<file path="config.mk">
export PLATFORM = sky130hd
export DESIGN_NAME = ternary_lut_dot_product
export DESIGN_NICKNAME = d
export VERILOG_FILES = /design/src/design/tlut_pkg.sv /design/src/design/tlut_front.sv /design/src/design/tlut_queue.sv /design/src/design/tlut_back.sv /design/src/design/ternary_lut_dot_product.sv
export VERILOG_INCLUDE_DIRS = /design/src /design/src/design
export SDC_FILE = /design/constraint.sdc
export NUM_CORES = 1
export LEC_CHECK = 0
export ABC_CLOCK_PERIOD_IN_PS = 6600
export BUFFER_PORTS_ARGS = -buffer_cell sky130_fd_sc_hd__buf_2
export CAP_MARGIN = 20
export CORE_MARGIN = 4
export CORE_UTILIZATION = 35
export CTS_CLUSTER_DIAMETER = 60
export DETAILED_ROUTE_END_ITERATION = 10
export PLACE_DENSITY = 0.48
export SLEW_MARGIN = 20
export SYNTH_ARGS = -nofsm -noshare
export SYNTH_HDL_FRONTEND = slang
export SYNTH_SLANG_ARGS = --single-unit
export TNS_END_PERCENT = 50
</file>
<file path="constraint.sdc">
create_clock -name clk -period 6.6 [get_ports clk]
set_input_delay 0.66 -clock clk [delete_from_list [all_inputs] [get_ports clk]]
set_output_delay 0.66 -clock clk [all_outputs]
set_load 0.005 [all_outputs]
</file>
<file path="src/design/ternary_lut_dot_product_macros.svh">
// Assertion macros shared by the ternary LUT dot product design
`ifndef TERNARY_LUT_DOT_PRODUCT_MACROS_SVH
`define TERNARY_LUT_DOT_PRODUCT_MACROS_SVH

// same-cycle implication, held off during reset
`define TLUT_ASSERT_SAME(label, clk, rst_n, ante, cons) \
  label: assert property (@(posedge clk) disable iff (!rst_n) (ante) |-> (cons)) \
    else $error("tlut assertion failed");

// next-cycle implication, held off during reset
`define TLUT_ASSERT_NEXT(label, clk, rst_n, ante, cons) \
  label: assert property (@(posedge clk) disable iff (!rst_n) (ante) |=> (cons)) \
    else $error("tlut assertion failed");

`endif

</file>
<file path="src/design/tlut_pkg.sv">
// Types, constants and the combination table of the ternary LUT dot product
package tlut_pkg;

  localparam int ACC_WIDTH   = 32;
  localparam int DOT_W       = 32;
  localparam int EXT_W       = (ACC_WIDTH > DOT_W) ? ACC_WIDTH : DOT_W;
  localparam int ACT_W       = 8;
  localparam int IDX_W       = 8;
  localparam int TERM_W      = 11;
  localparam int IN_TDATA_W  = 40;
  localparam int OUT_TDATA_W = 32;
  localparam int FIFO_DEPTH  = 4;
  localparam int FIFO_AW     = $clog2(FIFO_DEPTH);

  typedef enum logic [0:0] {
    REQ_THREE = 1'b0,
    REQ_TWO   = 1'b1
  } req_type_t;

  // three-activation pattern codes
  localparam logic [IDX_W-1:0] T3_A2       = 8'd1;
  localparam logic [IDX_W-1:0] T3_A1       = 8'd2;
  localparam logic [IDX_W-1:0] T3_A0       = 8'd3;
  localparam logic [IDX_W-1:0] T3_A1PA2    = 8'd4;
  localparam logic [IDX_W-1:0] T3_A0PA2    = 8'd5;
  localparam logic [IDX_W-1:0] T3_A0PA1    = 8'd6;
  localparam logic [IDX_W-1:0] T3_A0PA1PA2 = 8'd7;
  localparam logic [IDX_W-1:0] T3_A1MA2    = 8'd8;
  localparam logic [IDX_W-1:0] T3_A0MA2    = 8'd9;
  localparam logic [IDX_W-1:0] T3_A0MA1    = 8'd10;
  localparam logic [IDX_W-1:0] T3_A0PA1MA2 = 8'd11;
  localparam logic [IDX_W-1:0] T3_A0MA1PA2 = 8'd12;
  localparam logic [IDX_W-1:0] T3_A0MA1MA2 = 8'd13;

  // two-activation pattern codes
  localparam logic [IDX_W-1:0] T2_A1    = 8'd1;
  localparam logic [IDX_W-1:0] T2_A0    = 8'd2;
  localparam logic [IDX_W-1:0] T2_A0PA1 = 8'd3;
  localparam logic [IDX_W-1:0] T2_A0MA1 = 8'd4;

  typedef struct packed {
    logic signed [TERM_W-1:0] term;
    logic                     last;
  } tlut_item_t;

  function automatic logic signed [TERM_W-1:0] pick_term(
    input req_type_t        kind,
    input logic [ACT_W-1:0] act_0,
    input logic [ACT_W-1:0] act_1,
    input logic [ACT_W-1:0] act_2,
    input logic [IDX_W-1:0] idx
  );
    logic signed [TERM_W-1:0] a0;
    logic signed [TERM_W-1:0] a1;
    logic signed [TERM_W-1:0] a2;
    logic signed [TERM_W-1:0] res;
    a0  = signed'(TERM_W'(act_0));
    a1  = signed'(TERM_W'(act_1));
    a2  = signed'(TERM_W'(act_2));
    res = '0;
    if (kind == REQ_TWO) begin
      case (idx)
        T2_A1:    res = a1;
        T2_A0:    res = a0;
        T2_A0PA1: res = a0 + a1;
        T2_A0MA1: res = a0 - a1;
        default:  res = '0;
      endcase
    end else begin
      case (idx)
        T3_A2:       res = a2;
        T3_A1:       res = a1;
        T3_A0:       res = a0;
        T3_A1PA2:    res = a1 + a2;
        T3_A0PA2:    res = a0 + a2;
        T3_A0PA1:    res = a0 + a1;
        T3_A0PA1PA2: res = a0 + a1 + a2;
        T3_A1MA2:    res = a1 - a2;
        T3_A0MA2:    res = a0 - a2;
        T3_A0MA1:    res = a0 - a1;
        T3_A0PA1MA2: res = a0 + a1 - a2;
        T3_A0MA1PA2: res = a0 - a1 + a2;
        T3_A0MA1MA2: res = a0 - a1 - a2;
        default:     res = '0;
      endcase
    end
    return res;
  endfunction

endpackage

</file>
<file path="src/design/tlut_front.sv">
// Front end: takes input transactions and turns each group into a signed term
module tlut_front (
  input  logic [tlut_pkg::IN_TDATA_W-1:0] in_tdata,  // act_0, act_1, act_2, weight_index, weight_sign
  input  logic                            in_tuser,  // req_type
  input  logic                            in_tlast,
  input  logic                            in_tvalid,
  output logic                            in_tready,
  output tlut_pkg::tlut_item_t            item,
  output logic                            item_valid,
  input  logic                            item_ready
);
  import tlut_pkg::*;

  logic [ACT_W-1:0]         act_0;
  logic [ACT_W-1:0]         act_1;
  logic [ACT_W-1:0]         act_2;
  logic [IDX_W-1:0]         weight_index;
  logic                     weight_sign;
  logic signed [TERM_W-1:0] term_raw;

  assign act_0        = in_tdata[7:0];
  assign act_1        = in_tdata[15:8];
  assign act_2        = in_tdata[23:16];
  assign weight_index = in_tdata[31:24];
  assign weight_sign  = in_tdata[32];

  always_comb begin
    term_raw  = pick_term(req_type_t'(in_tuser), act_0, act_1, act_2, weight_index);
    item.term = weight_sign ? -term_raw : term_raw;
    item.last = in_tlast;
  end

  assign item_valid = in_tvalid;
  assign in_tready  = item_ready;

endmodule

</file>
<file path="src/design/tlut_queue.sv">
// Short FIFO of terms between the front end and the accumulator
module tlut_queue (
  input  logic                 clk,
  input  logic                 rst_n,
  input  tlut_pkg::tlut_item_t push_item,
  input  logic                 push_valid,
  output logic                 push_ready,
  output tlut_pkg::tlut_item_t pop_item,
  output logic                 pop_valid,
  input  logic                 pop_ready
);
  import tlut_pkg::*;

  tlut_item_t         mem_r [FIFO_DEPTH];
  logic [FIFO_AW-1:0] wr_ptr_r, wr_ptr_nxt;
  logic [FIFO_AW-1:0] rd_ptr_r, rd_ptr_nxt;
  logic [FIFO_AW:0]   count_r, count_nxt;
  logic               do_push, do_pop;

  assign push_ready = (count_r != (FIFO_AW + 1)'(FIFO_DEPTH));
  assign pop_valid  = (count_r != '0);
  assign pop_item   = mem_r[rd_ptr_r];
  assign do_push    = push_valid & push_ready;
  assign do_pop     = pop_valid & pop_ready;

  always_comb begin
    wr_ptr_nxt = do_push ? wr_ptr_r + 1'b1 : wr_ptr_r;
    rd_ptr_nxt = do_pop ? rd_ptr_r + 1'b1 : rd_ptr_r;
    count_nxt  = count_r;
    if (do_push && !do_pop) begin
      count_nxt = count_r + 1'b1;
    end else if (do_pop && !do_push) begin
      count_nxt = count_r - 1'b1;
    end
  end

  always_ff @(posedge clk) begin
    if (!rst_n) begin
      wr_ptr_r <= '0;
      rd_ptr_r <= '0;
      count_r  <= '0;
    end else begin
      wr_ptr_r <= wr_ptr_nxt;
      rd_ptr_r <= rd_ptr_nxt;
      count_r  <= count_nxt;
    end
  end

  always_ff @(posedge clk) begin
    if (do_push) begin
      mem_r[wr_ptr_r] <= push_item;
    end
  end

endmodule

</file>
<file path="src/design/tlut_back.sv">
// Back end: accumulates terms and holds the finished total for the output
`include "ternary_lut_dot_product_macros.svh"
module tlut_back (
  input  logic                             clk,
  input  logic                             rst_n,
  input  tlut_pkg::tlut_item_t             item,
  input  logic                             item_valid,
  output logic                             item_ready,
  output logic [tlut_pkg::OUT_TDATA_W-1:0] out_tdata,  // dot_total
  output logic                             out_tvalid,
  input  logic                             out_tready
);
  import tlut_pkg::*;

  logic [ACC_WIDTH-1:0]    acc_r, acc_nxt;
  logic [ACC_WIDTH-1:0]    sum;
  logic signed [EXT_W-1:0] sum_ext;
  logic [DOT_W-1:0]        total_r, total_nxt;
  logic                    out_valid_r, out_valid_nxt;
  logic                    slot_free;
  logic                    do_pop;

  assign slot_free  = !out_valid_r || out_tready;
  assign item_ready = !item.last || slot_free;
  assign do_pop     = item_valid & item_ready;
  assign sum        = acc_r + ACC_WIDTH'(item.term);
  assign sum_ext    = EXT_W'(signed'(sum));

  always_comb begin
    acc_nxt       = acc_r;
    total_nxt     = total_r;
    out_valid_nxt = out_valid_r && !out_tready;
    if (do_pop) begin
      acc_nxt = sum;
      if (item.last) begin
        acc_nxt       = '0;
        total_nxt     = sum_ext[DOT_W-1:0];
        out_valid_nxt = 1'b1;
      end
    end
  end

  always_ff @(posedge clk) begin
    if (!rst_n) begin
      acc_r       <= '0;
      out_valid_r <= 1'b0;
    end else begin
      acc_r       <= acc_nxt;
      out_valid_r <= out_valid_nxt;
    end
  end

  always_ff @(posedge clk) begin
    total_r <= total_nxt;
  end

  assign out_tvalid = out_valid_r;
  assign out_tdata  = total_r;

  `TLUT_ASSERT_NEXT(a_last_clears_acc, clk, rst_n, do_pop && item.last, acc_r == '0)
  `TLUT_ASSERT_NEXT(a_last_gives_result, clk, rst_n, do_pop && item.last, out_valid_r)
  `TLUT_ASSERT_SAME(a_no_overwrite, clk, rst_n, do_pop && item.last, slot_free)
  `TLUT_ASSERT_NEXT(a_plain_pop_adds, clk, rst_n, do_pop && !item.last, acc_r == $past(sum))

endmodule

</file>
<file path="src/design/ternary_lut_dot_product.sv">
// The last group passes through the queue, then the back end registers the total and out_tvalid.
// Throughput: one group per cycle while the queue has room; front end selects, back end adds.
// A 4-entry queue lets the front end keep accepting while a total waits on out_tready.
// Reset (rst_n low, synchronous): queue emptied, accumulator cleared, no output pending.
// Top level of the ternary LUT dot product
module ternary_lut_dot_product (
  input  logic                             clk,
  input  logic                             rst_n,
  input  logic [tlut_pkg::IN_TDATA_W-1:0]  in_tdata,   // act_0, act_1, act_2, weight_index, weight_sign
  input  logic                             in_tuser,   // req_type
  input  logic                             in_tlast,
  input  logic                             in_tvalid,
  output logic                             in_tready,
  output logic [tlut_pkg::OUT_TDATA_W-1:0] out_tdata,  // dot_total
  output logic                             out_tvalid,
  input  logic                             out_tready
);
  import tlut_pkg::*;

  tlut_item_t front_item;
  logic       front_valid, front_ready;
  tlut_item_t back_item;
  logic       back_valid, back_ready;

  tlut_front u_front (
    .in_tdata   (in_tdata),
    .in_tuser   (in_tuser),
    .in_tlast   (in_tlast),
    .in_tvalid  (in_tvalid),
    .in_tready  (in_tready),
    .item       (front_item),
    .item_valid (front_valid),
    .item_ready (front_ready)
  );

  tlut_queue u_queue (
    .clk        (clk),
    .rst_n      (rst_n),
    .push_item  (front_item),
    .push_valid (front_valid),
    .push_ready (front_ready),
    .pop_item   (back_item),
    .pop_valid  (back_valid),
    .pop_ready  (back_ready)
  );

  tlut_back u_back (
    .clk        (clk),
    .rst_n      (rst_n),
    .item       (back_item),
    .item_valid (back_valid),
    .item_ready (back_ready),
    .out_tdata  (out_tdata),
    .out_tvalid (out_tvalid),
    .out_tready (out_tready)
  );

endmodule
</file>
==> flow_summary_export.csv, run 1 <==
group,metric,value,unit
die,core,0.02964,mm^2
synth,avgSynthCellArea,9.063,um^2
routing,vias,9117,
layout,syn2layout_area_growth,12.83,%
worst_setup_path,end_kind,"flop",
sta,relSlewSlack,28.10,%
clock_tree,cts_tree,"yes",
die,io_pins,80,
clock_tree,clock_path_buffers,2,
synth,synth_edf_count,80,
clock_tree,cts_root_buf,"clkbuf_16",
sta,finalCriticalPeriod,5671,ps
clock_tree,cts_resized,0,
sta,finalHoldViolCount,0,
global_routing,grt_util_all_layers,19.17,%
sta,fin_crit_sh,85.93,%
run_status,outcome,"completed",
sta,tns,0,ps
pwr,p_leak,4.848,nW
routing,drtIter0Drc,634,
sta,drv_slew,0,
routing,routed_via_density,5.607,
die,row_count,63,
worst_setup_path,rrSetupSlack,2080,ps
run,drv_cap,0,
synth,async_flop_share,0,%
layout,diodes,0,
sta,skew,13.65,ps
placed_design,place.gp.congestion,0.9277,
worst_setup_path,r2r_end,"u_back.out_tdata[30]",
routing,dr_wl_met3,2010,um
layout,drive_gt1_share,13.27,%
worst_setup_path,crit_chain,"buf_2 -> inv_1 -> fa_1 -> o21bai_1 -> a21oi_1 -> xnor2_1 -> inv_1 -> ha_1 -> nor2b_1 -> o211ai_1 -> a31oi_1 -> xnor2_1 -> a22o_1 -> a31oi_1 -> a21oi_1 -> a311o_1 -> or4b_4 -> o31ai_2 -> xnor2_1",
pwr,total_power,4.567,mW
synth,ys_seq_area_share,30.85,%
routing,drcViolationCount,0,
synth,ys_ff_latch,122,
clock_tree,insertion_delay,410,ps
worst_setup_path,crit_buf_inv,3,
synth,syn_inst,1160,
synth,syn-cell-area,0.01051,mm^2
worst_setup_path,critPathMaxStageDelay,510,ps
clock_tree,cts_buffers,17,
clock_tree,postCtsHoldBufs,0,
clock_tree,clk_pin_slew_worst_paths,60,ps
routing,wl_met1,15190,um
hold_path,min-delay-start,"in_tlast",
die,die_area,0.03287,mm^2
worst_setup_path,path_delay_family,"compound AO/OA/AOI/OAI gates",
worst_setup_path,cp.arrival,5800,ps
worst_setup_path,required,6730,ps
die,start_util,35.47,%
global_routing,grt_max_degree,41,
worst_setup_path,cp_common_cell,"xnor2_1",
layout,post-route-cell-area,0.01186,mm^2
global_routing,antenna_found_initial,1,
worst_setup_path,rr_worst_depth,15,
sta,rsz0062_at_grt,"false",
global_routing,grt_pass1_vias,8918,
clock_tree,post_cts_buffers,0,
hold_path,holdPathEnd,"u_queue.mem_r[0][0]",
die,die_w,181.3,um
die,die_h,181.3,um
sta,hold_ws,473.8,ps
worst_setup_path,slowest_stage,"ha_1",
layout,fin_util,40.02,%
routing,dr_wl_met2,14140,um
worst_setup_path,crit_type,"input port to flop",
worst_setup_path,crit_path_max_fanout,10,
routing,top_layer,"met5",
global_routing,grt_pass1_wl,50200,um
clock_tree,clock_sinks,122,
worst_setup_path,start_kind,"input port",
global_routing,grt-ovfl-total,0,
synth,syn_nets,1320,
placed_design,dp_hpwl,24800,um
sta,max_freq,176.3,MHz
pwr,peakVddDrop,0.2375,mV
placed_design,portBuffers,72,
routing,ant_nets,0,
placed_design,placed_area,0.01130,mm^2
routing,dr.pass1.iters,7,
synth,synth_cell_types,82,
clock_tree,htreeDepth,4,
layout,fill_cells,3047,
routing,wirelength,32070,um
hold_path,holdPathStages,1,
pwr,powerDensity,385.0,mW/mm^2
hold_path,hold_path.class,"input port to flop",
layout,fin_nets,1383,
synth,synth_flop_cell,"edfxtp_1",
routing,wl_per_cell,19.72,um
sta,tightest_slew,1070,ps
synth,yosysWarnings,0,
sta,setup_viol,0,
-- stage by stage --
| stage | std cells | setup WS (ps) |
|---|---|---|
| floorplan | 1160 | 1290 |
| global placement | 1594 | 628.9 |
| detailed placement | 1594 | 568.8 |
| CTS | 1626 | 1004 |
| global route | 1626 | 531.0 |
| finish | 1626 | 928.9 |
-- cells by family (layout without fill, tap and decap cells) --
kind of cell,after synthesis,after routing,share of synthesized area [%]
multiplexers,27,27,4.130
buffers and inverters,110,186,4.237
AO/OA/AOI/OAI,333,333,21.52
AND/OR/NAND/NOR,362,362,17.23
adder cells (fa/ha/maj),115,115,14.38
XOR/XNOR,91,91,7.653
flip-flops,122,122,30.85
-- metal layers --
layer  vias up  GRT usage, %
li1       4424             -
met1      4392         27.08
met4         2         5.734
met2       257         29.60
met5         -             0
met3        42         4.027
-- Yosys cell counts, types with 8 or more instances --
master / number / area [um^2]
a211oi_1: 14 / 105.1
and2_1: 17 / 106.4
or2_2: 8 / 50.05
nor2b_1: 23 / 143.9
a21o_1: 30 / 225.2
dfxtp_1: 42 / 840.8
clkbuf_1: 28 / 105.1
inv_1: 67 / 251.5
a31oi_1: 13 / 81.33
a21oi_1: 78 / 390.4
nor2_1: 82 / 307.8
nand3_1: 42 / 210.2
nand2_1: 87 / 326.6
edfxtp_1: 80 / 2402
and3_1: 13 / 81.33
a221oi_1: 9 / 78.83
fa_1: 10 / 200.2
a21boi_0: 26 / 195.2
o211ai_1: 8 / 60.06
xor2_1: 23 / 201.4
o21bai_1: 10 / 75.07
xnor2_1: 67 / 586.8
o21ai_0: 53 / 265.3
nor3_1: 22 / 110.1
o22ai_1: 10 / 62.56
nand4_1: 9 / 56.30
mux4_2: 12 / 270.3
a22oi_1: 12 / 90.09
nand2b_1: 27 / 168.9
ha_1: 104 / 1301
-- how the worst max path moves through the flow --
stage	startpoint	endpoint	slack [ps]	cells after the start
detailed placement	in_tdata[1]	u_queue.mem_r[3][11]	570	19
finish	in_tdata[1]	u_queue.mem_r[0][11]	930	19
floorplan	in_tdata[29]	u_queue.mem_r[0][11]	1290	20
global placement	in_tdata[1]	u_queue.mem_r[0][11]	630	19
global route	in_tdata[1]	u_queue.mem_r[0][11]	530	19
CTS	in_tdata[12]	u_queue.mem_r[0][11]	1000	18
-- cells in the final DEF (no fill, tap or decap), types with 12 or more instances in the layout --
master	synthesis	final
and3_1	13	13
a21o_1	30	30
a21boi_0	26	26
nand2_1	87	87
nor2b_1	23	23
a31oi_1	13	13
o21ai_0	53	53
inv_1	67	67
xor2_1	23	23
nand3_1	42	42
a211oi_1	14	14
ha_1	104	104
a22oi_1	12	12
nor3_1	22	22
buf_4	1	14
and2_1	17	17
nor2_1	82	80
mux4_2	12	12
nand2b_1	27	27
dfxtp_1	42	42
xnor2_1	67	67
clkbuf_16	0	17
a21oi_1	78	78
buf_2	5	72
edfxtp_1	80	80
-- sequential cells by signal (all words and copies together), names as in the netlist, named ones only --
name	count
u_queue.rd_ptr_r	2
u_queue.count_r	3
u_back.out_tvalid	1
u_back.out_tdata	32
u_queue.mem_r	48
u_back.acc_r	32
u_queue.wr_ptr_r	2
-- power breakdown --
part | internal [mW] | switching, mW
Sequential | 1.18 | 0.108
Clock | 0.523 | 0.365
Combinational | 0.953 | 1.44
-- cell type report --
type	count	area (um^2)	share of cell area, %
multi-input combinational	928	6845	57.71
tap	390	488.0	4.114
inverter	68	255.2	2.152
timing repair buffer	86	465.4	3.924
clock buffer	17	425.4	3.586
clock inverter	15	138.9	1.171
sequential	122	3243	27.34
(Power assumes the default switching activity.)
==> run 2, diff against run 1 <==
--- a/config.mk
+++ b/config.mk
@@ -7,13 +7,13 @@
 export NUM_CORES = 1
 export LEC_CHECK = 0
 export ABC_CLOCK_PERIOD_IN_PS = 6600
-export BUFFER_PORTS_ARGS = -buffer_cell sky130_fd_sc_hd__buf_2
 export CAP_MARGIN = 20
 export CORE_MARGIN = 4
 export CORE_UTILIZATION = 35
 export CTS_CLUSTER_DIAMETER = 60
 export DETAILED_ROUTE_END_ITERATION = 10
-export PLACE_DENSITY = 0.48
+export DONT_BUFFER_PORTS = 1
+export PLACE_DENSITY = 0.46
 export SLEW_MARGIN = 20
 export SYNTH_ARGS = -nofsm -noshare
 export SYNTH_HDL_FRONTEND = slang
==> flow_summary_export.csv, run 2 (synthesis gave the netlist of run 1 again) <==
group,metric,value,unit
run_status,outcome,"completed",
placed_design,dp_hpwl,24590,um
sta,finalHoldViolCount,0,
sta,tightest_slew,1005,ps
clock_tree,post_cts_buffers,0,
pwr,total_power,4.553,mW
placed_design,place.gp.congestion,0.8865,
global_routing,grt_max_degree,41,
clock_tree,cts_resized,0,
worst_setup_path,crit_type,"input port to flop",
die,die_area,0.03287,mm^2
clock_tree,clock_sinks,122,
routing,wirelength,31500,um
global_routing,grt_pass1_wl,49610,um
layout,syn2layout_area_growth,9.831,%
worst_setup_path,required,6730,ps
sta,setup_viol,0,
die,die_h,181.3,um
pwr,p_leak,4.593,nW
routing,vias,8790,
worst_setup_path,end_kind,"flop",
layout,largest_register_ffs,48,
global_routing,grt_util_all_layers,19.02,%
layout,drive_gt1_share,7.672,%
worst_setup_path,rrSetupSlack,2050,ps
worst_setup_path,cp.arrival,5680,ps
clock_tree,cts_root_buf,"clkbuf_16",
die,start_util,35.47,%
run,drv_cap,0,
pwr,peakVddDrop,0.2385,mV
layout,mostFrequentLayoutCells,"104 x ha_1, 87 x nand2_1, 80 x nor2_1, 80 x edfxtp_1, 78 x a21oi_1",
sta,tns,0,ps
clock_tree,clk_pin_slew_worst_paths,60,ps
routing,drcViolationCount,0,
clock_tree,clock_path_buffers,2,
routing,dr.pass1.iters,5,
worst_setup_path,rr_worst_depth,14,
routing,wl_per_cell,20.32,um
die,die_w,181.3,um
die,row_count,63,
sta,rsz0062_at_grt,"false",
clock_tree,cts_tree,"yes",
routing,routed_via_density,5.671,
global_routing,grt-ovfl-total,0,
sta,relSlewSlack,32.47,%
global_routing,grt_pass1_vias,8657,
sta,drv_slew,0,
hold_path,holdPathStages,0,
sta,hold_ws,337.2,ps
hold_path,min-delay-start,"in_tlast",
sta,finalCriticalPeriod,5545,ps
pwr,powerDensity,394.4,mW/mm^2
sta,skew,9.053,ps
sta,max_freq,180.4,MHz
layout,regMostFlops,"u_queue.mem_r",
clock_tree,htreeDepth,4,
clock_tree,postCtsHoldBufs,0,
routing,ant_nets,0,
sta,fin_crit_sh,84.01,%
global_routing,antenna_found_initial,0,
clock_tree,cts_buffers,17,
layout,final_common_cell,"ha_1",
worst_setup_path,r2r_end,"u_back.out_tdata[30]",
worst_setup_path,crit_path_max_fanout,10,
hold_path,hold_path.class,"input port to flop",
die,io_pins,80,
placed_design,portBuffers,0,
layout,fin_nets,1307,
hold_path,holdPathEnd,"u_queue.mem_r[1][0]",
die,core,0.02964,mm^2
worst_setup_path,start_kind,"input port",
clock_tree,insertion_delay,420,ps
layout,diodes,0,
routing,drtIter0Drc,577,
[run 2: power breakdown]
group          total, mW  switching [mW]  internal, mW
clock network      0.992           0.352         0.640
logic               2.25            1.37         0.877
registers           1.31           0.131          1.18
[run 2: how the worst max path moves through the flow]
stage	from	to	slack (ps)	depth (start not counted)
3_5_place_dp	in_tdata[0]	u_queue.mem_r[3][11]	740	19
5_1_grt	in_tdata[0]	u_queue.mem_r[3][11]	790	19
4_1_cts	in_tdata[0]	u_queue.mem_r[3][11]	1160	19
2_1_floorplan	in_tdata[29]	u_queue.mem_r[0][11]	1290	20
3_3_place_gp	in_tdata[0]	u_queue.mem_r[2][11]	770	19
6_report	in_tdata[0]	u_queue.mem_r[3][11]	1060	19
[run 2: layout make-up]
| cell class | count | area, um^2 |
|---|---|---|
| fill | 3023 | 18090 |
| multi-input combinational | 928 | 6845 |
| sequential | 122 | 3243 |
| tap | 390 | 488.0 |
| clock buffer | 20 | 478.0 |
| inverter | 68 | 255.2 |
| clock inverter | 12 | 161.4 |
| timing repair buffer | 10 | 75.07 |
[run 2: routing by layer]
layer	up-vias	global-route usage, %	wire length [um]
met5	-	0	0
met4	0	4.503	578
met3	32	4.852	2170
met2	265	30.62	14500
met1	4238	25.78	14250
li1	4255	-	-
[run 2: worst max-delay path: stages]
cell and delay (ps):
ha_1 170, inv_1 60, fa_1 410, o21bai_1 290
a21oi_1 130, xnor2_1 400, inv_1 170, ha_1 510
nor2b_1 230, o211a_1 200, nor3_1 80, nor4_1 300
nor3_1 120, a2111oi_0 720, o211ai_1 180, nand2_1 130
or4b_4 480, o31ai_2 270, xnor2_1 150
[run 2: per-stage QoR]
stage | cell area, um^2 | instances | util, % | setup slack, ps
after global placement | 10910 | 1518 | 36.80 | 770.4
after detailed placement | 10910 | 1518 | 36.80 | 741.7
after global routing | 11550 | 1550 | 38.96 | 789.5
after floorplan | 10510 | 1160 | - | 1290
final | 11550 | 1550 | 38.96 | 1055
after CTS | 11550 | 1550 | 38.96 | 1158
